$ cat src/hdl/ccw_pkg.sv
// Shared types, constants and lookup functions for the calendar clock core.
// Depends on nothing; every other file of the block but ccw_if.sv refers to it by scoped names.
`default_nettype none

package ccw_pkg;

   // Command codes carried in the func field of a request.
   typedef enum logic [1:0] {
      OP_TICK     = 2'd0,
      OP_SET_TIME = 2'd1,
      OP_SET_DATE = 2'd2,
      OP_READ     = 2'd3
   } op_type;

   // Time-of-day limits.
   localparam logic [9:0] MS_LAST    = 10'd999;
   localparam logic [5:0] SEC_LAST   = 6'd59;
   localparam logic [5:0] MIN_LAST   = 6'd59;
   localparam logic [4:0] HOUR_LAST  = 5'd23;
   localparam logic [4:0] HOUR_COUNT = 5'd24;
   localparam logic [5:0] MIN_COUNT  = 6'd60;

   // Calendar limits.
   localparam logic [3:0]  MONTH_FIRST = 4'd1;
   localparam logic [3:0]  MONTH_LAST  = 4'd12;
   localparam logic [3:0]  MONTH_MARCH = 4'd3;
   localparam logic [4:0]  DAY_FIRST   = 5'd1;
   localparam logic [13:0] YEAR_LAST   = 14'd16383;
   localparam logic [13:0] YEAR_MIN    = 14'd2000;
   localparam logic [13:0] YEAR_MAX    = 14'd2099;
   localparam logic [6:0]  YMOD100_LAST = 7'd99;
   localparam logic [8:0]  YMOD400_LAST = 9'd399;

   // Century of every settable year, and the four centuries added before Zeller.
   localparam logic [7:0] CENT_SET    = 8'd20;
   localparam logic [7:0] CENT_OFFSET = 8'd4;

   // State after reset: 12:00:00.000 on 7 May 2026.
   localparam logic [4:0]  RST_HOUR    = 5'd12;
   localparam logic [13:0] RST_YEAR    = 14'd2026;
   localparam logic [3:0]  RST_MONTH   = 4'd5;
   localparam logic [4:0]  RST_DAY     = 5'd7;
   localparam logic [6:0]  RST_YMOD100 = 7'd26;
   localparam logic [8:0]  RST_YMOD400 = 9'd26;
   localparam logic [7:0]  RST_CENT    = 8'd20;

   // A classified request as it sits in the queue.
   typedef struct packed {
      op_type      op;
      logic        reject;
      logic [4:0]  hour;
      logic [5:0]  minute;
      logic [5:0]  second;
      logic [13:0] year;
      logic [3:0]  month;
      logic [4:0]  day;
   } cmd_type;

   // Clock and calendar after one request, with the year split for the weekday.
   typedef struct packed {
      logic [4:0]  hour;
      logic [5:0]  minute;
      logic [5:0]  second;
      logic [13:0] year;
      logic [3:0]  month;
      logic [4:0]  day;
      logic        status;
      logic [6:0]  ymod100;
      logic [7:0]  century;
   } snap_type;

   // Days in a month; codes outside 1..12 count as 31 days.
   function automatic logic [4:0] month_days(input logic [3:0] month, input logic leap);
      logic [4:0] days;
      case (month) inside
         4'd2:                   days = leap ? 5'd29 : 5'd28;
         4'd4, 4'd6, 4'd9, 4'd11: days = 5'd30;
         default:                days = 5'd31;
      endcase
      return days;
   endfunction

   // Zeller month term floor(13 * (m + 1) / 5), with January and February
   // counted as months 13 and 14 of the year before.
   function automatic logic [5:0] zeller_month_term(input logic [3:0] month);
      logic [5:0] term;
      case (month)
         4'd0:    term = 6'd33;
         4'd1:    term = 6'd36;
         4'd2:    term = 6'd39;
         4'd3:    term = 6'd10;
         4'd4:    term = 6'd13;
         4'd5:    term = 6'd15;
         4'd6:    term = 6'd18;
         4'd7:    term = 6'd20;
         4'd8:    term = 6'd23;
         4'd9:    term = 6'd26;
         4'd10:   term = 6'd28;
         4'd11:   term = 6'd31;
         4'd12:   term = 6'd33;
         4'd13:   term = 6'd36;
         4'd14:   term = 6'd39;
         default: term = 6'd41;
      endcase
      return term;
   endfunction

endpackage

`default_nettype wire

$ cat src/hdl/ccw_if.sv
// Valid/ready channel interfaces for requests and responses of the calendar clock core.
// Stand-alone; field widths follow the request and response formats.
`default_nettype none

interface ccw_req_if;
   logic        valid;
   logic        ready;
   logic [1:0]  func;
   logic [4:0]  in_hour;
   logic [5:0]  in_minute;
   logic [5:0]  in_second;
   logic [13:0] in_year;
   logic [3:0]  in_month;
   logic [4:0]  in_day;

   modport source (output valid, func, in_hour, in_minute, in_second, in_year, in_month,
                   in_day, input ready);
   modport sink (input valid, func, in_hour, in_minute, in_second, in_year, in_month,
                 in_day, output ready);
endinterface

interface ccw_rsp_if;
   logic        valid;
   logic        ready;
   logic [4:0]  out_hour;
   logic [5:0]  out_minute;
   logic [5:0]  out_second;
   logic [13:0] out_year;
   logic [3:0]  out_month;
   logic [4:0]  out_day;
   logic [2:0]  weekday;
   logic        status;

   modport source (output valid, out_hour, out_minute, out_second, out_year, out_month,
                   out_day, weekday, status, input ready);
   modport sink (input valid, out_hour, out_minute, out_second, out_year, out_month,
                 out_day, weekday, status, output ready);
endinterface

`default_nettype wire

$ cat src/hdl/ccw_front.sv
// Front end: takes requests, decodes the command and checks set values for range.
// Uses ccw_pkg and the request interface from ccw_if.sv.
`default_nettype none

module ccw_front (
   ccw_req_if.sink         req_ch,
   input  wire logic       push_ready,
   output logic            push_valid,
   output ccw_pkg::cmd_type push_cmd
);

   ccw_pkg::op_type op;
   logic            bad_time;
   logic            bad_date;

   assign op = ccw_pkg::op_type'(req_ch.func);

   // Range checks for the two set commands; the day is not checked against the month.
   assign bad_time = (req_ch.in_hour >= ccw_pkg::HOUR_COUNT)
                  || (req_ch.in_minute >= ccw_pkg::MIN_COUNT)
                  || (req_ch.in_second >= ccw_pkg::MIN_COUNT);
   assign bad_date = (req_ch.in_year < ccw_pkg::YEAR_MIN)
                  || (req_ch.in_year > ccw_pkg::YEAR_MAX)
                  || (req_ch.in_month < ccw_pkg::MONTH_FIRST)
                  || (req_ch.in_month > ccw_pkg::MONTH_LAST)
                  || (req_ch.in_day < ccw_pkg::DAY_FIRST);

   // Classify the request and hand it to the queue.
   always_comb begin
      push_cmd.op     = op;
      push_cmd.hour   = req_ch.in_hour;
      push_cmd.minute = req_ch.in_minute;
      push_cmd.second = req_ch.in_second;
      push_cmd.year   = req_ch.in_year;
      push_cmd.month  = req_ch.in_month;
      push_cmd.day    = req_ch.in_day;
      unique case (op)
         ccw_pkg::OP_SET_TIME: push_cmd.reject = bad_time;
         ccw_pkg::OP_SET_DATE: push_cmd.reject = bad_date;
         default:              push_cmd.reject = 1'b0;
      endcase
   end

   assign push_valid   = req_ch.valid;
   assign req_ch.ready = push_ready;

endmodule

`default_nettype wire

$ cat src/hdl/ccw_queue.sv
// Short request queue between the front end and the execute stage.
// Uses ccw_pkg for the entry type.
`default_nettype none

module ccw_queue #(
   parameter int DEPTH = 2
) (
   input  wire logic             clock,
   input  wire logic             reset,
   input  wire logic             push_valid,
   output logic                  push_ready,
   input  wire ccw_pkg::cmd_type push_cmd,
   output logic                  pop_valid,
   input  wire logic             pop_ready,
   output ccw_pkg::cmd_type      pop_cmd
);

   localparam int PW = (DEPTH > 1) ? $clog2(DEPTH) : 1;
   localparam int CW = $clog2(DEPTH + 1);
   localparam logic [PW-1:0] PTR_LAST = PW'(DEPTH - 1);
   localparam logic [CW-1:0] CNT_FULL = CW'(DEPTH);

   ccw_pkg::cmd_type entry_ff [DEPTH];
   logic [PW-1:0]    wr_ptr_ff, wr_ptr_in;
   logic [PW-1:0]    rd_ptr_ff, rd_ptr_in;
   logic [CW-1:0]    count_ff, count_in;
   logic             do_push;
   logic             do_pop;

   assign push_ready = (count_ff != CNT_FULL);
   assign pop_valid  = (count_ff != '0);
   assign pop_cmd    = entry_ff[rd_ptr_ff];
   assign do_push    = push_valid && push_ready;
   assign do_pop     = pop_valid && pop_ready;

   // Pointer and fill-count bookkeeping.
   always_comb begin
      wr_ptr_in = wr_ptr_ff;
      rd_ptr_in = rd_ptr_ff;
      count_in  = count_ff;
      if (do_push) begin
         wr_ptr_in = (wr_ptr_ff == PTR_LAST) ? '0 : wr_ptr_ff + 1'b1;
      end
      if (do_pop) begin
         rd_ptr_in = (rd_ptr_ff == PTR_LAST) ? '0 : rd_ptr_ff + 1'b1;
      end
      if (do_push && !do_pop) begin
         count_in = count_ff + 1'b1;
      end else if (do_pop && !do_push) begin
         count_in = count_ff - 1'b1;
      end
   end

   always_ff @(posedge clock) begin
      if (reset) begin
         wr_ptr_ff <= '0;
         rd_ptr_ff <= '0;
         count_ff  <= '0;
      end else begin
         wr_ptr_ff <= wr_ptr_in;
         rd_ptr_ff <= rd_ptr_in;
         count_ff  <= count_in;
      end
   end

   // Entry storage.
   always_ff @(posedge clock) begin
      if (do_push) begin
         entry_ff[wr_ptr_ff] <= push_cmd;
      end
   end

endmodule

`default_nettype wire

$ cat src/hdl/ccw_exec.sv
// Execute stage: holds the clock and calendar state and applies one request per cycle while the
// weekday stage accepts its snapshots. Uses ccw_pkg for command, snapshot types and month lengths.
`default_nettype none

module ccw_exec (
   input  wire logic             clock,
   input  wire logic             reset,
   input  wire logic             cmd_valid,
   output logic                  cmd_ready,
   input  wire ccw_pkg::cmd_type cmd,
   output logic                  snap_valid,
   input  wire logic             snap_ready,
   output ccw_pkg::snap_type     snap
);

   logic [9:0]  ms_ff, ms_in;
   logic [5:0]  second_ff, second_in;
   logic [5:0]  minute_ff, minute_in;
   logic [4:0]  hour_ff, hour_in;
   logic [13:0] year_ff, year_in;
   logic [3:0]  month_ff, month_in;
   logic [4:0]  day_ff, day_in;
   logic [6:0]  ymod100_ff, ymod100_in;
   logic [8:0]  ymod400_ff, ymod400_in;
   logic [7:0]  cent_ff, cent_in;
   logic        snap_valid_ff, snap_valid_in;
   ccw_pkg::snap_type snap_ff, snap_in;

   logic        take;
   logic        day_roll;
   logic        leap;
   logic [5:0]  day_next;
   logic        status;

   assign cmd_ready = !snap_valid_ff || snap_ready;
   assign take      = cmd_valid && cmd_ready;

   // Leap year from the year's remainders, which are tracked alongside the year.
   assign leap     = ((ymod100_ff != '0) && (year_ff[1:0] == 2'b00)) || (ymod400_ff == '0);
   assign day_next = {1'b0, day_ff} + 6'd1;

   // Next state for the request at the head of the queue.
   always_comb begin
      ms_in      = ms_ff;
      second_in  = second_ff;
      minute_in  = minute_ff;
      hour_in    = hour_ff;
      year_in    = year_ff;
      month_in   = month_ff;
      day_in     = day_ff;
      ymod100_in = ymod100_ff;
      ymod400_in = ymod400_ff;
      cent_in    = cent_ff;
      day_roll   = 1'b0;
      status     = 1'b0;

      unique case (cmd.op)
         ccw_pkg::OP_TICK: begin
            // Millisecond tick with carries through seconds, minutes and hours.
            if (ms_ff == ccw_pkg::MS_LAST) begin
               ms_in = '0;
               if (second_ff == ccw_pkg::SEC_LAST) begin
                  second_in = '0;
                  if (minute_ff == ccw_pkg::MIN_LAST) begin
                     minute_in = '0;
                     if (hour_ff == ccw_pkg::HOUR_LAST) begin
                        hour_in  = '0;
                        day_roll = 1'b1;
                     end else begin
                        hour_in = hour_ff + 5'd1;
                     end
                  end else begin
                     minute_in = minute_ff + 6'd1;
                  end
               end else begin
                  second_in = second_ff + 6'd1;
               end
            end else begin
               ms_in = ms_ff + 10'd1;
            end
         end
         ccw_pkg::OP_SET_TIME: begin
            if (cmd.reject) begin
               status = 1'b1;
            end else begin
               hour_in   = cmd.hour;
               minute_in = cmd.minute;
               second_in = cmd.second;
               ms_in     = '0;
            end
         end
         ccw_pkg::OP_SET_DATE: begin
            // Every settable year lies in the century starting at 2000.
            if (cmd.reject) begin
               status = 1'b1;
            end else begin
               year_in    = cmd.year;
               month_in   = cmd.month;
               day_in     = cmd.day;
               ymod100_in = 7'(cmd.year - ccw_pkg::YEAR_MIN);
               ymod400_in = 9'(cmd.year - ccw_pkg::YEAR_MIN);
               cent_in    = ccw_pkg::CENT_SET;
            end
         end
         ccw_pkg::OP_READ: begin
            status = 1'b0;
         end
         default: begin
            status = 1'b0;
         end
      endcase

      // Date advance at midnight. A day past the month length starts the next month.
      if (day_roll) begin
         if (day_next > {1'b0, ccw_pkg::month_days(month_ff, leap)}) begin
            day_in = ccw_pkg::DAY_FIRST;
            if (month_ff >= ccw_pkg::MONTH_LAST) begin
               month_in = ccw_pkg::MONTH_FIRST;
               if (year_ff == ccw_pkg::YEAR_LAST) begin
                  year_in    = '0;
                  ymod100_in = '0;
                  ymod400_in = '0;
                  cent_in    = '0;
               end else begin
                  year_in    = year_ff + 14'd1;
                  ymod400_in = (ymod400_ff == ccw_pkg::YMOD400_LAST) ? '0 : ymod400_ff + 9'd1;
                  if (ymod100_ff == ccw_pkg::YMOD100_LAST) begin
                     ymod100_in = '0;
                     cent_in    = cent_ff + 8'd1;
                  end else begin
                     ymod100_in = ymod100_ff + 7'd1;
                  end
               end
            end else begin
               month_in = month_ff + 4'd1;
            end
         end else begin
            day_in = day_next[4:0];
         end
      end
   end

   // Snapshot of the state after the request, passed to the weekday stage.
   always_comb begin
      snap_in.hour    = hour_in;
      snap_in.minute  = minute_in;
      snap_in.second  = second_in;
      snap_in.year    = year_in;
      snap_in.month   = month_in;
      snap_in.day     = day_in;
      snap_in.status  = status;
      snap_in.ymod100 = ymod100_in;
      snap_in.century = cent_in;
      snap_valid_in   = cmd_ready ? take : snap_valid_ff;
   end

   always_ff @(posedge clock) begin
      if (reset) begin
         ms_ff         <= '0;
         second_ff     <= '0;
         minute_ff     <= '0;
         hour_ff       <= ccw_pkg::RST_HOUR;
         year_ff       <= ccw_pkg::RST_YEAR;
         month_ff      <= ccw_pkg::RST_MONTH;
         day_ff        <= ccw_pkg::RST_DAY;
         ymod100_ff    <= ccw_pkg::RST_YMOD100;
         ymod400_ff    <= ccw_pkg::RST_YMOD400;
         cent_ff       <= ccw_pkg::RST_CENT;
         snap_valid_ff <= 1'b0;
      end else begin
         snap_valid_ff <= snap_valid_in;
         if (take) begin
            ms_ff      <= ms_in;
            second_ff  <= second_in;
            minute_ff  <= minute_in;
            hour_ff    <= hour_in;
            year_ff    <= year_in;
            month_ff   <= month_in;
            day_ff     <= day_in;
            ymod100_ff <= ymod100_in;
            ymod400_ff <= ymod400_in;
            cent_ff    <= cent_in;
         end
      end
   end

   always_ff @(posedge clock) begin
      if (take) begin
         snap_ff <= snap_in;
      end
   end

   assign snap_valid = snap_valid_ff;
   assign snap       = snap_ff;

endmodule

`default_nettype wire

$ cat src/hdl/ccw_wday.sv
// Weekday pipeline and response register: Zeller sum, then the sum modulo 7.
// Uses ccw_pkg for the snapshot type and the month term table, and ccw_rsp_if.
`default_nettype none

module ccw_wday (
   input  wire logic              clock,
   input  wire logic              reset,
   input  wire logic              snap_valid,
   output logic                   snap_ready,
   input  wire ccw_pkg::snap_type snap,
   ccw_rsp_if.source              rsp_ch
);

   logic              sum_valid_ff, sum_valid_in;
   ccw_pkg::snap_type sum_snap_ff;
   logic [10:0]       sum_ff, sum_in;
   logic              rsp_valid_ff, rsp_valid_in;
   ccw_pkg::snap_type rsp_snap_ff;
   logic [2:0]        rsp_wday_ff, rsp_wday_in;

   logic              sum_ready;
   logic              rsp_free;
   logic              early;
   logic              borrow;
   logic [6:0]        yr_k;
   logic [7:0]        yr_j;
   logic [4:0]        fold1;
   logic [3:0]        fold2;
   logic [2:0]        zel_h;

   assign rsp_free   = !rsp_valid_ff || rsp_ch.ready;
   assign sum_ready  = !sum_valid_ff || rsp_free;
   assign snap_ready = sum_ready;

   // Zeller terms on the year plus 400; January and February belong to the year before.
   assign early  = (snap.month < ccw_pkg::MONTH_MARCH);
   assign borrow = early && (snap.ymod100 == '0);
   assign yr_k   = !early ? snap.ymod100
                 : (borrow ? ccw_pkg::YMOD100_LAST : snap.ymod100 - 7'd1);
   assign yr_j   = snap.century + ccw_pkg::CENT_OFFSET - {7'd0, borrow};
   assign sum_in = 11'(snap.day) + 11'(ccw_pkg::zeller_month_term(snap.month))
                 + 11'(yr_k) + 11'(yr_k[6:2]) + 11'(yr_j[7:2])
                 + {1'b0, yr_j, 2'b00} + 11'(yr_j);

   // Sum modulo 7 by folding octal digits, since 8 is 1 modulo 7.
   assign fold1 = 5'(sum_ff[2:0]) + 5'(sum_ff[5:3]) + 5'(sum_ff[8:6]) + 5'(sum_ff[10:9]);
   assign fold2 = 4'(fold1[2:0]) + 4'(fold1[4:3]);
   assign zel_h = (fold2 >= 4'd7) ? 3'(fold2 - 4'd7) : fold2[2:0];

   // Zeller counts from Saturday; the response counts from Sunday.
   assign rsp_wday_in  = (zel_h == 3'd0) ? 3'd6 : zel_h - 3'd1;
   assign sum_valid_in = sum_ready ? snap_valid : sum_valid_ff;
   assign rsp_valid_in = rsp_free ? sum_valid_ff : rsp_valid_ff;

   always_ff @(posedge clock) begin
      if (reset) begin
         sum_valid_ff <= 1'b0;
         rsp_valid_ff <= 1'b0;
      end else begin
         sum_valid_ff <= sum_valid_in;
         rsp_valid_ff <= rsp_valid_in;
      end
   end

   always_ff @(posedge clock) begin
      if (sum_ready && snap_valid) begin
         sum_snap_ff <= snap;
         sum_ff      <= sum_in;
      end
      if (rsp_free && sum_valid_ff) begin
         rsp_snap_ff <= sum_snap_ff;
         rsp_wday_ff <= rsp_wday_in;
      end
   end

   // Response channel.
   assign rsp_ch.valid      = rsp_valid_ff;
   assign rsp_ch.out_hour   = rsp_snap_ff.hour;
   assign rsp_ch.out_minute = rsp_snap_ff.minute;
   assign rsp_ch.out_second = rsp_snap_ff.second;
   assign rsp_ch.out_year   = rsp_snap_ff.year;
   assign rsp_ch.out_month  = rsp_snap_ff.month;
   assign rsp_ch.out_day    = rsp_snap_ff.day;
   assign rsp_ch.weekday    = rsp_wday_ff;
   assign rsp_ch.status     = rsp_snap_ff.status;

endmodule

`default_nettype wire

$ cat src/hdl/calendar_clock_with_weekday_core.sv
// Calendar clock with weekday. Each request is a millisecond tick, a set time, a set date
// or a read, and each produces exactly one response with the time, date, weekday (0 is
// Sunday) and a status that is 1 when a set value is out of range. The core sustains one
// request per clock cycle while the response side accepts responses: the execute stage
// computes the whole next clock and calendar state combinationally, carrying the year's
// remainders by 100 and 400 and its century so that neither the leap rule nor the weekday
// needs a divider. A request passes through the queue, the execute register, the weekday
// sum register and the response register in that order. Up to QUEUE_DEPTH requests wait
// in the queue when the response side stalls. After reset the clock reads 12:00:00 on
// 7 May 2026; no clearing pass is needed.
`default_nettype none

module calendar_clock_with_weekday_core #(
   parameter int QUEUE_DEPTH = 2
) (
   input  wire logic clock,
   input  wire logic reset,
   ccw_req_if.sink   req_ch,
   ccw_rsp_if.source rsp_ch
);

   logic              push_valid;
   logic              push_ready;
   ccw_pkg::cmd_type  push_cmd;
   logic              head_valid;
   logic              head_ready;
   ccw_pkg::cmd_type  head_cmd;
   logic              snap_valid;
   logic              snap_ready;
   ccw_pkg::snap_type snap;

   // Request decode and range checks.
   ccw_front u_front (
      .req_ch     (req_ch),
      .push_ready (push_ready),
      .push_valid (push_valid),
      .push_cmd   (push_cmd)
   );

   // Queue between front end and execute stage.
   ccw_queue #(
      .DEPTH (QUEUE_DEPTH)
   ) u_queue (
      .clock      (clock),
      .reset      (reset),
      .push_valid (push_valid),
      .push_ready (push_ready),
      .push_cmd   (push_cmd),
      .pop_valid  (head_valid),
      .pop_ready  (head_ready),
      .pop_cmd    (head_cmd)
   );

   // Clock and calendar state update.
   ccw_exec u_exec (
      .clock      (clock),
      .reset      (reset),
      .cmd_valid  (head_valid),
      .cmd_ready  (head_ready),
      .cmd        (head_cmd),
      .snap_valid (snap_valid),
      .snap_ready (snap_ready),
      .snap       (snap)
   );

   // Weekday computation and response register.
   ccw_wday u_wday (
      .clock      (clock),
      .reset      (reset),
      .snap_valid (snap_valid),
      .snap_ready (snap_ready),
      .snap       (snap),
      .rsp_ch     (rsp_ch)
   );

   // The weekday mapping never yields a code past Saturday.
   a_weekday_range : assert property (@(posedge clock) disable iff (reset)
      rsp_ch.valid |-> (rsp_ch.weekday <= 3'd6))
      else $error("weekday out of range");

   // The time-of-day counters stay within a day.
   a_time_range : assert property (@(posedge clock) disable iff (reset)
      rsp_ch.valid |-> ((rsp_ch.out_hour < ccw_pkg::HOUR_COUNT)
                     && (rsp_ch.out_minute < ccw_pkg::MIN_COUNT)
                     && (rsp_ch.out_second < ccw_pkg::MIN_COUNT)))
      else $error("time of day out of range");

   // Month stays in 1..12 and the day stays at least 1 through rollovers and set dates.
   a_date_range : assert property (@(posedge clock) disable iff (reset)
      rsp_ch.valid |-> ((rsp_ch.out_month >= ccw_pkg::MONTH_FIRST)
                     && (rsp_ch.out_month <= ccw_pkg::MONTH_LAST)
                     && (rsp_ch.out_day >= ccw_pkg::DAY_FIRST)))
      else $error("date out of range");

   // A stalled execute stage holds its request at the head of the queue.
   a_head_hold : assert property (@(posedge clock) disable iff (reset)
      (head_valid && !head_ready) |=> (head_valid && $stable(head_cmd)))
      else $error("queue head lost while stalled");

endmodule

`default_nettype wire

$ cat src/flat_wrapper.sv
// flat-port wrapper written by rule: the top's interface ports become plain ports
module calendar_clock_with_weekday_core_flat 
#(
   parameter int QUEUE_DEPTH = 2
)
  (clock, reset, req_ch_valid, req_ch_func, req_ch_in_hour, req_ch_in_minute, req_ch_in_second, req_ch_in_year, req_ch_in_month, req_ch_in_day, req_ch_ready, rsp_ch_valid, rsp_ch_out_hour, rsp_ch_out_minute, rsp_ch_out_second, rsp_ch_out_year, rsp_ch_out_month, rsp_ch_out_day, rsp_ch_weekday, rsp_ch_status, rsp_ch_ready);
  ccw_req_if req_ch_i ();
  ccw_rsp_if rsp_ch_i ();
  input  wire logic clock;
  input  wire logic reset;
  input wire logic [$bits(req_ch_i.valid)-1:0] req_ch_valid;
  input wire logic [$bits(req_ch_i.func)-1:0] req_ch_func;
  input wire logic [$bits(req_ch_i.in_hour)-1:0] req_ch_in_hour;
  input wire logic [$bits(req_ch_i.in_minute)-1:0] req_ch_in_minute;
  input wire logic [$bits(req_ch_i.in_second)-1:0] req_ch_in_second;
  input wire logic [$bits(req_ch_i.in_year)-1:0] req_ch_in_year;
  input wire logic [$bits(req_ch_i.in_month)-1:0] req_ch_in_month;
  input wire logic [$bits(req_ch_i.in_day)-1:0] req_ch_in_day;
  output wire logic [$bits(req_ch_i.ready)-1:0] req_ch_ready;
  output wire logic [$bits(rsp_ch_i.valid)-1:0] rsp_ch_valid;
  output wire logic [$bits(rsp_ch_i.out_hour)-1:0] rsp_ch_out_hour;
  output wire logic [$bits(rsp_ch_i.out_minute)-1:0] rsp_ch_out_minute;
  output wire logic [$bits(rsp_ch_i.out_second)-1:0] rsp_ch_out_second;
  output wire logic [$bits(rsp_ch_i.out_year)-1:0] rsp_ch_out_year;
  output wire logic [$bits(rsp_ch_i.out_month)-1:0] rsp_ch_out_month;
  output wire logic [$bits(rsp_ch_i.out_day)-1:0] rsp_ch_out_day;
  output wire logic [$bits(rsp_ch_i.weekday)-1:0] rsp_ch_weekday;
  output wire logic [$bits(rsp_ch_i.status)-1:0] rsp_ch_status;
  input wire logic [$bits(rsp_ch_i.ready)-1:0] rsp_ch_ready;
  assign req_ch_i.valid = req_ch_valid;
  assign req_ch_i.func = req_ch_func;
  assign req_ch_i.in_hour = req_ch_in_hour;
  assign req_ch_i.in_minute = req_ch_in_minute;
  assign req_ch_i.in_second = req_ch_in_second;
  assign req_ch_i.in_year = req_ch_in_year;
  assign req_ch_i.in_month = req_ch_in_month;
  assign req_ch_i.in_day = req_ch_in_day;
  assign req_ch_ready = req_ch_i.ready;
  assign rsp_ch_valid = rsp_ch_i.valid;
  assign rsp_ch_out_hour = rsp_ch_i.out_hour;
  assign rsp_ch_out_minute = rsp_ch_i.out_minute;
  assign rsp_ch_out_second = rsp_ch_i.out_second;
  assign rsp_ch_out_year = rsp_ch_i.out_year;
  assign rsp_ch_out_month = rsp_ch_i.out_month;
  assign rsp_ch_out_day = rsp_ch_i.out_day;
  assign rsp_ch_weekday = rsp_ch_i.weekday;
  assign rsp_ch_status = rsp_ch_i.status;
  assign rsp_ch_i.ready = rsp_ch_ready;
  calendar_clock_with_weekday_core #(.QUEUE_DEPTH(QUEUE_DEPTH)) u_core (.clock(clock), .reset(reset), .req_ch(req_ch_i), .rsp_ch(rsp_ch_i));
endmodule
$ cat config.mk
export PLATFORM = sky130hd
export DESIGN_NAME = calendar_clock_with_weekday_core_flat
export DESIGN_NICKNAME = d
export VERILOG_FILES = /design/src/hdl/ccw_pkg.sv /design/src/hdl/ccw_if.sv /design/src/hdl/ccw_front.sv /design/src/hdl/ccw_queue.sv /design/src/hdl/ccw_exec.sv /design/src/hdl/ccw_wday.sv /design/src/hdl/calendar_clock_with_weekday_core.sv /design/src/flat_wrapper.sv
export SDC_FILE = /design/constraint.sdc
export NUM_CORES = 1
export LEC_CHECK = 0
export ABC_CLOCK_PERIOD_IN_PS = 6000
export BUFFER_PORTS_ARGS = -buffer_cell sky130_fd_sc_hd__buf_2
export CORE_AREA = 2 2 208 210
export DETAILED_ROUTE_END_ITERATION = 7
export DIE_AREA = 0 0 210 212
export PLACE_DENSITY_LB_ADDON = 0.15
export SYNTH_ARGS = -nofsm -noshare
export SYNTH_HDL_FRONTEND = slang
export SYNTH_HIERARCHICAL = 1
export SYNTH_SLANG_ARGS = --single-unit
$ cat constraint.sdc
create_clock -name clock -period 6 [get_ports clock]
set_input_delay 0.6 -clock clock [delete_from_list [all_inputs] [get_ports clock]]
set_output_delay 0.6 -clock clock [all_outputs]
set_load 0.01 [all_outputs]
==> results of run 1 <==
==> path summary, 6_finish.rpt <==
path / from / endpoint / slack [ps] / cells after the start
max: u_core/u_exec/snap[22] / u_core/u_wday/sum_ff[9] / 270 / 24
min reg2reg: u_core/u_exec/snap[15] / u_core/u_wday/sum_snap_ff[15] / 410 / 0
max reg2reg: u_core/u_exec/snap[22] / u_core/u_wday/sum_ff[9] / 270 / 24
min: req_ch_in_second[1] / u_core/u_queue/entry_ff[1][24] / 240 / 1
==> metal layers <==
metal	part of all wire [%]	wire, um	track usage, %	up-vias
met4	1.9	742	4.57	0
met1	50	19200	26.2	5470
met3	5.9	2300	3.31	58
li1	-	-	-	5526
met5	0	0	0	-
met2	43	16500	26.5	320
==> state kept, by name, summed over array words and instances, names as in the netlist, 3 cells and up, named ones only <==
register	flops
u_core/u_wday/rsp_ch.out_minute	6
u_core/u_exec/ms_ff	10
u_core/u_exec/ymod100_ff	7
u_core/u_queue/entry_ff	86
u_core/u_exec/hour_ff	5
u_core/u_exec/snap	56
u_core/u_wday/rsp_ch.weekday	3
u_core/u_wday/rsp_ch.out_month	4
u_core/u_exec/cent_ff	8
u_core/u_exec/year_ff	14
u_core/u_exec/second_ff	6
u_core/u_exec/day_ff	5
u_core/u_exec/minute_ff	6
u_core/u_wday/sum_ff	11
u_core/u_exec/ymod400_ff	9
u_core/u_wday/rsp_ch.out_second	6
u_core/u_exec/month_ff	4
u_core/u_wday/rsp_ch.out_day	5
u_core/u_wday/sum_snap_ff	41
u_core/u_wday/rsp_ch.out_year	14
u_core/u_wday/rsp_ch.out_hour	5
==> cells by family (layout without fill, tap and decap cells) <==
| group | Yosys count | after routing |
|---|---|---|
| and+or+nand+nor | 402 | 402 |
| buffers and inverters | 208 | 293 |
| xor gates and xnor gates | 63 | 63 |
| adders and majority gates | 106 | 106 |
| muxes | 54 | 54 |
| AOI/OAI and AO/OA | 337 | 337 |
| DFF | 320 | 320 |
==> worst max-delay path, cell delays in order (launching register included) <==
cell,delay (ps)
sky130_fd_sc_hd__edfxtp_1,390
sky130_fd_sc_hd__ha_2,220
sky130_fd_sc_hd__nor3_4,150
sky130_fd_sc_hd__nand4_1,170
sky130_fd_sc_hd__inv_1,90
sky130_fd_sc_hd__ha_1,130
sky130_fd_sc_hd__inv_1,60
sky130_fd_sc_hd__ha_2,180
sky130_fd_sc_hd__fa_2,560
sky130_fd_sc_hd__inv_2,60
sky130_fd_sc_hd__fa_1,500
sky130_fd_sc_hd__inv_1,60
sky130_fd_sc_hd__fa_1,440
sky130_fd_sc_hd__fa_1,510
sky130_fd_sc_hd__inv_1,50
sky130_fd_sc_hd__fa_1,460
sky130_fd_sc_hd__inv_1,70
sky130_fd_sc_hd__ha_2,170
sky130_fd_sc_hd__inv_1,60
sky130_fd_sc_hd__fa_2,380
sky130_fd_sc_hd__inv_1,60
sky130_fd_sc_hd__a21oi_1,60
sky130_fd_sc_hd__o21ai_1,170
sky130_fd_sc_hd__a2111oi_1,100
sky130_fd_sc_hd__or3b_1,380
==> stage by stage <==
stage          utilization, %  setup TNS (ps)  instance area (sq um)
3_5_place_dp             41.2               0                  17500
6_report                 44.7               0                  19000
5_1_grt                  44.7            -127                  19000
3_3_place_gp             41.2               0                  17500
2_1_floorplan               -               0                  16800
4_1_cts                  44.4               0                  18900
==> final cells by class <==
| type | count | share of cell area (%) |
|---|---|---|
| clock buffers | 43 | 5.26 |
| clock inverters | 25 | 1.91 |
| multi-input cells | 962 | 37.3 |
| inverters | 102 | 2.03 |
| flip-flops and latches | 320 | 46.2 |
| well taps | 546 | 3.59 |
| repair buffers | 123 | 3.66 |
==> synthesized netlist by cell type (6+ instances only) <==
cell | number | area [sq um]
sky130_fd_sc_hd__a211o_1 | 6 | 52.6
sky130_fd_sc_hd__edfxtp_1 | 238 | 7150
sky130_fd_sc_hd__inv_1 | 98 | 368
sky130_fd_sc_hd__nor2_1 | 89 | 334
sky130_fd_sc_hd__o31ai_1 | 12 | 90.1
sky130_fd_sc_hd__o211ai_1 | 9 | 67.6
sky130_fd_sc_hd__xnor2_1 | 31 | 272
sky130_fd_sc_hd__nor2b_1 | 9 | 56.3
sky130_fd_sc_hd__a21o_1 | 15 | 113
sky130_fd_sc_hd__and2_1 | 12 | 75.1
sky130_fd_sc_hd__nand3_1 | 45 | 225
sky130_fd_sc_hd__a22oi_1 | 9 | 67.6
sky130_fd_sc_hd__o21ai_0 | 68 | 340
sky130_fd_sc_hd__nand4_1 | 19 | 119
sky130_fd_sc_hd__buf_4 | 51 | 383
sky130_fd_sc_hd__dfxtp_1 | 82 | 1640
sky130_fd_sc_hd__o21ai_1 | 6 | 30.0
sky130_fd_sc_hd__nand2_1 | 106 | 398
sky130_fd_sc_hd__buf_2 | 6 | 30.0
sky130_fd_sc_hd__and4_1 | 7 | 61.3
sky130_fd_sc_hd__mux2_2 | 44 | 495
sky130_fd_sc_hd__mux2i_1 | 9 | 90.1
sky130_fd_sc_hd__or4_1 | 7 | 52.6
sky130_fd_sc_hd__a211oi_1 | 7 | 52.6
sky130_fd_sc_hd__clkbuf_1 | 47 | 176
sky130_fd_sc_hd__nor3_1 | 28 | 140
sky130_fd_sc_hd__fa_1 | 33 | 661
sky130_fd_sc_hd__or3_1 | 16 | 100
sky130_fd_sc_hd__a31oi_1 | 30 | 188
sky130_fd_sc_hd__o21a_1 | 9 | 67.6
sky130_fd_sc_hd__ha_1 | 71 | 888
sky130_fd_sc_hd__nand2b_1 | 10 | 62.6
sky130_fd_sc_hd__a21oi_1 | 100 | 500
sky130_fd_sc_hd__and3_1 | 21 | 131
sky130_fd_sc_hd__xor2_1 | 32 | 280
==> repair_timing <==
action,in CTS,in global routing
setup buffers,0,6
resized for setup,0,17
hold endpoints to repair,0,0
endpoints found under the setup margin,0,5
hold buffers,0,0
==> impl_results.rst, run 1 <==
.. list-table::
   :header-rows: 1

   * - Metric
     - Value
   * - Status
     - complete, no violations
   * - Slew @ Worst Pin
     - 1040 ps
   * - Setup-failing EPs final
     - 0
   * - TritonCTS Sinks
     - between 300 and 400
   * - Endpoint class of the critical path
     - register
   * - Data arrival time at the worst-slack endpoint
     - 6020 ps
   * - Synth Flop Type
     - sky130_fd_sc_hd__edfxtp_1
   * - Slack of the critical path
     - around 270 ps
   * - Async set-reset flop share out of synthesis
     - 0%
   * - Final number of hold-violating endpoints
     - 0
   * - Share of synthesized cell area in and, or, nand and nor gates
     - between 10% and 20%
   * - Antenna violations before repair
     - 0
   * - Clock tree from TritonCTS
     - done
   * - Per-cell routed wire length
     - approximately 18 um
   * - Post-synth EDFFs
     - ~240
   * - Mux share of post-synthesis cell area
     - roughly 3.6%
   * - Standard cell core area
     - approximately 43,000 sq um
   * - DRC violations left
     - 0
   * - Residual overflow from global routing
     - 0
   * - First DRT Iteration DRCs
     - around 850
   * - Worst slew margin relative to its limit
     - a little under a third
   * - Post-DP HPWL
     - ~27,000 um
   * - Combinational family with the most area after synthesis
     - compound AO/OA/AOI/OAI gates
   * - Area of the multi-input gates
     - around 7100 sq um
   * - Pin count of the biggest net entering global routing
     - 76
   * - Initial core utilization
     - 39.5%
   * - Vias post-DR
     - ~11,000
   * - Maximum clock frequency
     - approximately 0.17 GHz
   * - Critical path startpoint category
     - register
   * - Number of cells in the finished layout apart from fillers
     - between 2,000 and 2,500
   * - I/O pin cnt
     - between 90 and 100
   * - Complex-gate fraction of the synthesized area
     - between 10% and 20%
   * - Min Clock Period, post-route
     - around 5700 ps
   * - Count of state elements after synthesis
     - between 300 and 400
   * - Arithmetic-cell share of the synthesized area counting full adders, half adders and majority gates
     - 9.35%
   * - Vias in the first global route
     - roughly 11,000
   * - Clock transition at the registers of the reported paths
     - around 60 ps
   * - Cells after synthesis
     - about 1,500
   * - Die outline width
     - approximately 210 um
   * - Signed area change from the synthesized netlist to the final layout
     - 13.4%
   * - Most used cells in the layout excluding fill and tap cells
     - 238 x sky130_fd_sc_hd__edfxtp_1, 106 x sky130_fd_sc_hd__nand2_1, 99 x sky130_fd_sc_hd__a21oi_1
   * - Clock latency on the worst-skew pair
     - 560 ps
   * - Die area
     - around 45,000 sq um
   * - Share of the yosys chip area belonging to registers
     - approximately 52%
   * - Setup slack after placement
     - between 40 and 50 ps
   * - Gp weighted congestion
     - 0.863
   * - Count of yosys warnings during synthesis
     - 6
   * - Maximum fanout count along the critical path
     - 3
   * - Diode count
     - 0
   * - Portion of the clock cycle consumed by the worst path in the final layout
     - 95.5%
   * - Fraction of final layout cells with drive strength greater than 1
     - 17.6%
   * - Number of buffers inserted during clock tree synthesis
     - 37
   * - Buffer levels on the longest clock path
     - 3
   * - Synthesized netlist net count
     - 1,640
   * - Via-to-Cell Ratio
     - ~5.4
   * - Total of fill cells in the finished design
     - between 3,000 and 4,000
   * - Max-slew violation count
     - 0
   * - Number of standard-cell rows in the floorplan
     - 76
   * - Count of input and output buffers
     - 91
   * - Number of cells after detailed placement
     - ~2,000
   * - Wire length of the first global-routing pass
     - 61,300 um
   * - Number of different library cells in the post-synthesis netlist
     - 90
   * - Chip Height
     - 212 um
   * - Total standard cell area after synthesis
     - 16,800 sq um
   * - Xor and xnor fraction of the mapped netlist area
     - approximately 3.3%
   * - Remaining antenna violation count after routing
     - 0
   * - Path type of the worst setup path
     - reg -> reg
   * - Clock Tree Root
     - sky130_fd_sc_hd__clkbuf_16
   * - Count of max-cap constraint violations
     - 0
   * - Clock Skew
     - ~16 ps
   * - Worst min path class
     - in -> reg
   * - H-Tree Depth
     - 2
   * - Mean area per synthesized cell
     - roughly 11 sq um
   * - Fin Hold WS
     - about 240 ps
   * - Gr usage total
     - around 18%
   * - Required time at the worst-slack endpoint
     - 6300 ps
   * - Sequential standard cell area
     - 8790 sq um
   * - Aggregate routed wire length
     - approximately 39,000 um
   * - Final net count
     - roughly 1,700
   * - Most common cell after layout, fill and taps aside
     - sky130_fd_sc_hd__edfxtp_1
   * - TritonRoute pass-1 iters
     - 7
Power of run 1 is not shown: default switching activity piles up to over one toggle a cycle in this logic, so the estimate is an artifact.
==> inputs of run 2 (changes only) <==
--- a/config.mk
+++ b/config.mk
@@ -5,11 +5,11 @@
 export SDC_FILE = /design/constraint.sdc
 export NUM_CORES = 1
 export LEC_CHECK = 0
-export ABC_CLOCK_PERIOD_IN_PS = 6000
+export ABC_CLOCK_PERIOD_IN_PS = 5140
 export BUFFER_PORTS_ARGS = -buffer_cell sky130_fd_sc_hd__buf_2
-export CORE_AREA = 2 2 208 210
+export CORE_AREA = 2 2 222 224
 export DETAILED_ROUTE_END_ITERATION = 7
-export DIE_AREA = 0 0 210 212
+export DIE_AREA = 0 0 224 226
 export PLACE_DENSITY_LB_ADDON = 0.15
 export SYNTH_ARGS = -nofsm -noshare
 export SYNTH_HDL_FRONTEND = slang
==> constraint.sdc (replaced) <==
create_clock -name clock -period 5.14 [get_ports clock]
set_input_delay 0.514 -clock clock [delete_from_list [all_inputs] [get_ports clock]]
set_output_delay 0.514 -clock clock [all_outputs]
set_load 0.01 [all_outputs]
==> impl_results.rst, run 2 (synthesis gave the netlist of run 1 again) <==
.. list-table::
   :header-rows: 1

   * - Metric
     - Value
   * - Layout Utilization
     - between 40% and 50%
   * - Failing checks
     - setup timing
   * - Initial core utilization
     - 34.7%
   * - Worst hold start
     - req_ch_in_year[1]
   * - H-Tree Depth
     - 2
   * - Endpoint class of the critical path
     - register
   * - Placed instance area
     - approximately 18,000 sq um
   * - TritonCTS Sinks
     - 320
   * - Worst Hold End
     - u_core/u_queue/entry_ff[0][10]
   * - Critical path startpoint category
     - register
   * - Min Clock Period, post-route
     - approximately 5400 ps
   * - Count of input and output buffers
     - approximately 90
   * - Chip Height
     - approximately 230 um
   * - Worst r2r path cells
     - 22
   * - Vias post-DR
     - ~11,000
   * - Clock Tree Root
     - sky130_fd_sc_hd__clkbuf_16
   * - Number of cells on the critical path
     - 22
   * - Antenna violations before repair
     - 1
   * - Gp weighted congestion
     - between 0.8 and 0.9
   * - Slack of the critical path
     - -299 ps
   * - Most used cells in the layout excluding fill and tap cells
     - 238 x sky130_fd_sc_hd__edfxtp_1, 106 x sky130_fd_sc_hd__nand2_1, 97 x sky130_fd_sc_hd__a21oi_1
   * - Count of max-cap constraint violations
     - 0
   * - Clock latency on the worst-skew pair
     - 560 ps
   * - Terminus of the critical flop-to-flop path
     - u_core/u_wday/sum_ff[9]
   * - Final net count
     - 1,736
   * - Worst min path class
     - in -> reg
   * - Startpoint of the most critical register-to-register path
     - u_core/u_exec/snap[22]
   * - Vias in the first global route
     - around 11,000
   * - Status
     - finished with violations
   * - Maximum fanout count along the critical path
     - 2
   * - Pin count of the biggest net entering global routing
     - about 80
   * - Cell area after layout
     - approximately 19,000 sq um
   * - Path type of the worst setup path
     - reg -> reg
   * - Cell repeated most along the worst path
     - sky130_fd_sc_hd__fa_1
   * - CTS Hold Bufs
     - 0
   * - Setup slack after placement
     - -570 ps
   * - Die area
     - between 50,000 and 60,000 sq um
   * - First DRT Iteration DRCs
     - roughly 730
   * - RSZ-0062 raised after global routing
     - yes
   * - Slowest cell delay on critical path
     - roughly 550 ps
   * - Combined buffer and inverter count along the critical path
     - 7
   * - Cells traversed along the worst timing path
     - ha_2 > nor3_4 > nand4_1 > inv_1 > ha_2 > inv_2 > ha_4 > fa_2 > inv_2 > buf_6 > fa_1 > inv_1 > fa_1 > fa_1 > inv_1 > fa_1 > fa_2 > inv_2 > a21oi_2 > o21ai_2 > a2111oi_2 > or3b_1
   * - I/O pin cnt
     - 92
   * - Wire length of the first global-routing pass
     - 63,500 um
   * - TritonRoute pass-1 iters
     - 6
   * - Required time at the worst-slack endpoint
     - between 5000 and 6000 ps
   * - Cell depth of the worst min-delay path
     - 1
   * - Most common cell after layout, fill and taps aside
     - sky130_fd_sc_hd__edfxtp_1
   * - Setup-failing EPs final
     - 5
   * - FF-to-FF setup slack
     - -300 ps
   * - DRC violations left
     - 0
   * - Top reg by flops
     - u_core/u_queue/entry_ff
   * - Kind of cell adding the most delay to the critical path
     - adder cells
   * - Via-to-Cell Ratio
     - between 5 and 6
   * - Remaining antenna violation count after routing
     - 0
   * - Data arrival time at the worst-slack endpoint
     - around 5700 ps
   * - Worst slew margin relative to its limit
     - 39.3%
   * - Clock tree from TritonCTS
     - done
   * - Largest register FFs
     - 86
   * - Number of buffers inserted during clock tree synthesis
     - 38
   * - Final number of hold-violating endpoints
     - 0
   * - Signed area change from the synthesized netlist to the final layout
     - 15.3%
   * - Fraction of final layout cells with drive strength greater than 1
     - about a fifth
   * - Gr usage total
     - between 10% and 20%
   * - Slew @ Worst Pin
     - between 900 and 1000 ps
   * - Number of standard-cell rows in the floorplan
     - 81
   * - Clock Skew
     - between 20 and 25 ps
   * - Max-slew violation count
     - 0
   * - Per-cell routed wire length
     - 18.1 um
   * - Portion of the clock cycle consumed by the worst path in the final layout
     - 106%
   * - Die outline width
     - 224 um
   * - Aggregate routed wire length
     - between 40,000 and 50,000 um
   * - Clock transition at the registers of the reported paths
     - 60 ps
   * - Post-DP HPWL
     - ~28,000 um
   * - Buffer levels on the longest clock path
     - 3
   * - Critical path's slowest cell
     - sky130_fd_sc_hd__fa_2
   * - Maximum clock frequency
     - about 0.18 GHz
   * - Residual overflow from global routing
     - 0
   * - Standard cell core area
     - just under 50,000 sq um
==> run 2: worst max path at each step <==
stage / startpoint / end / slack [ps]
2_1_floorplan: u_core/u_exec/snap[22] / u_core/u_wday/sum_ff[9] / -640
3_3_place_gp: u_core/u_exec/snap[22] / u_core/u_wday/sum_ff[10] / -490
3_5_place_dp: u_core/u_exec/snap[22] / u_core/u_wday/sum_ff[9] / -570
4_1_cts: u_core/u_exec/snap[21] / u_core/u_wday/sum_ff[9] / -380
5_1_grt: u_core/u_exec/snap[22] / u_core/u_wday/sum_ff[9] / -570
6_report: u_core/u_exec/snap[22] / u_core/u_wday/sum_ff[9] / -300
==> run 2: layout make-up <==
| class | count | area [sq um] |
|---|---|---|
| antenna | 1 | 2.50 |
| sequential | 320 | 8790 |
| fill | 4656 | 29000 |
| clock buffer | 49 | 1020 |
| clock inverter | 18 | 181 |
| multi-input combinational | 962 | 7180 |
| timing repair buffer | 162 | 1010 |
| inverter | 102 | 385 |
| tap | 622 | 778 |
==> run 2: repair_timing <==
item / CTS / global route
pin swaps: 30 / 14
buffers inserted: 14 / 4
setup endpoints to repair: 7 / 8
gates resized for setup: 14 / 7
cloned: 0 / 0
hold endpoints to repair: 0 / 0
==> run 2: per-layer routing <==
layer	global-route usage (%)	part of all wire (%)	wire length, um	up-vias
li1	-	-	-	5598
met1	24.2	51	20600	5566
met2	23.7	42	17100	267
met3	2.32	4.4	1760	58
met4	5.44	2.3	929	0
met5	0	0	0	-
==> run 2: worst register-to-register path: stages (launching register included) <==
cell and delay (ps):
sky130_fd_sc_hd__edfxtp_1 400, sky130_fd_sc_hd__ha_2 220, sky130_fd_sc_hd__nor3_4 130, sky130_fd_sc_hd__nand4_1 140, sky130_fd_sc_hd__inv_1 90, sky130_fd_sc_hd__ha_2 160
sky130_fd_sc_hd__inv_2 50, sky130_fd_sc_hd__ha_4 150, sky130_fd_sc_hd__fa_2 550, sky130_fd_sc_hd__inv_2 50, sky130_fd_sc_hd__buf_6 110, sky130_fd_sc_hd__fa_1 520
sky130_fd_sc_hd__inv_1 50, sky130_fd_sc_hd__fa_1 450, sky130_fd_sc_hd__fa_1 490, sky130_fd_sc_hd__inv_1 50, sky130_fd_sc_hd__fa_1 490, sky130_fd_sc_hd__fa_2 420
sky130_fd_sc_hd__inv_2 60, sky130_fd_sc_hd__a21oi_2 50, sky130_fd_sc_hd__o21ai_2 150, sky130_fd_sc_hd__a2111oi_2 80, sky130_fd_sc_hd__or3b_1 340
==> run 2: stage by stage <==
stage               setup TNS [ps]  instances  hold WS (ps)
detailed placement           -2310       2152           405
CTS                          -1420       2232           104
global route                 -2450       2235           120
floorplan                    -2380       1490           400
global placement             -1860       2152           402
finish                        -936       2236           140
Power of run 2 is left out for the same reason.
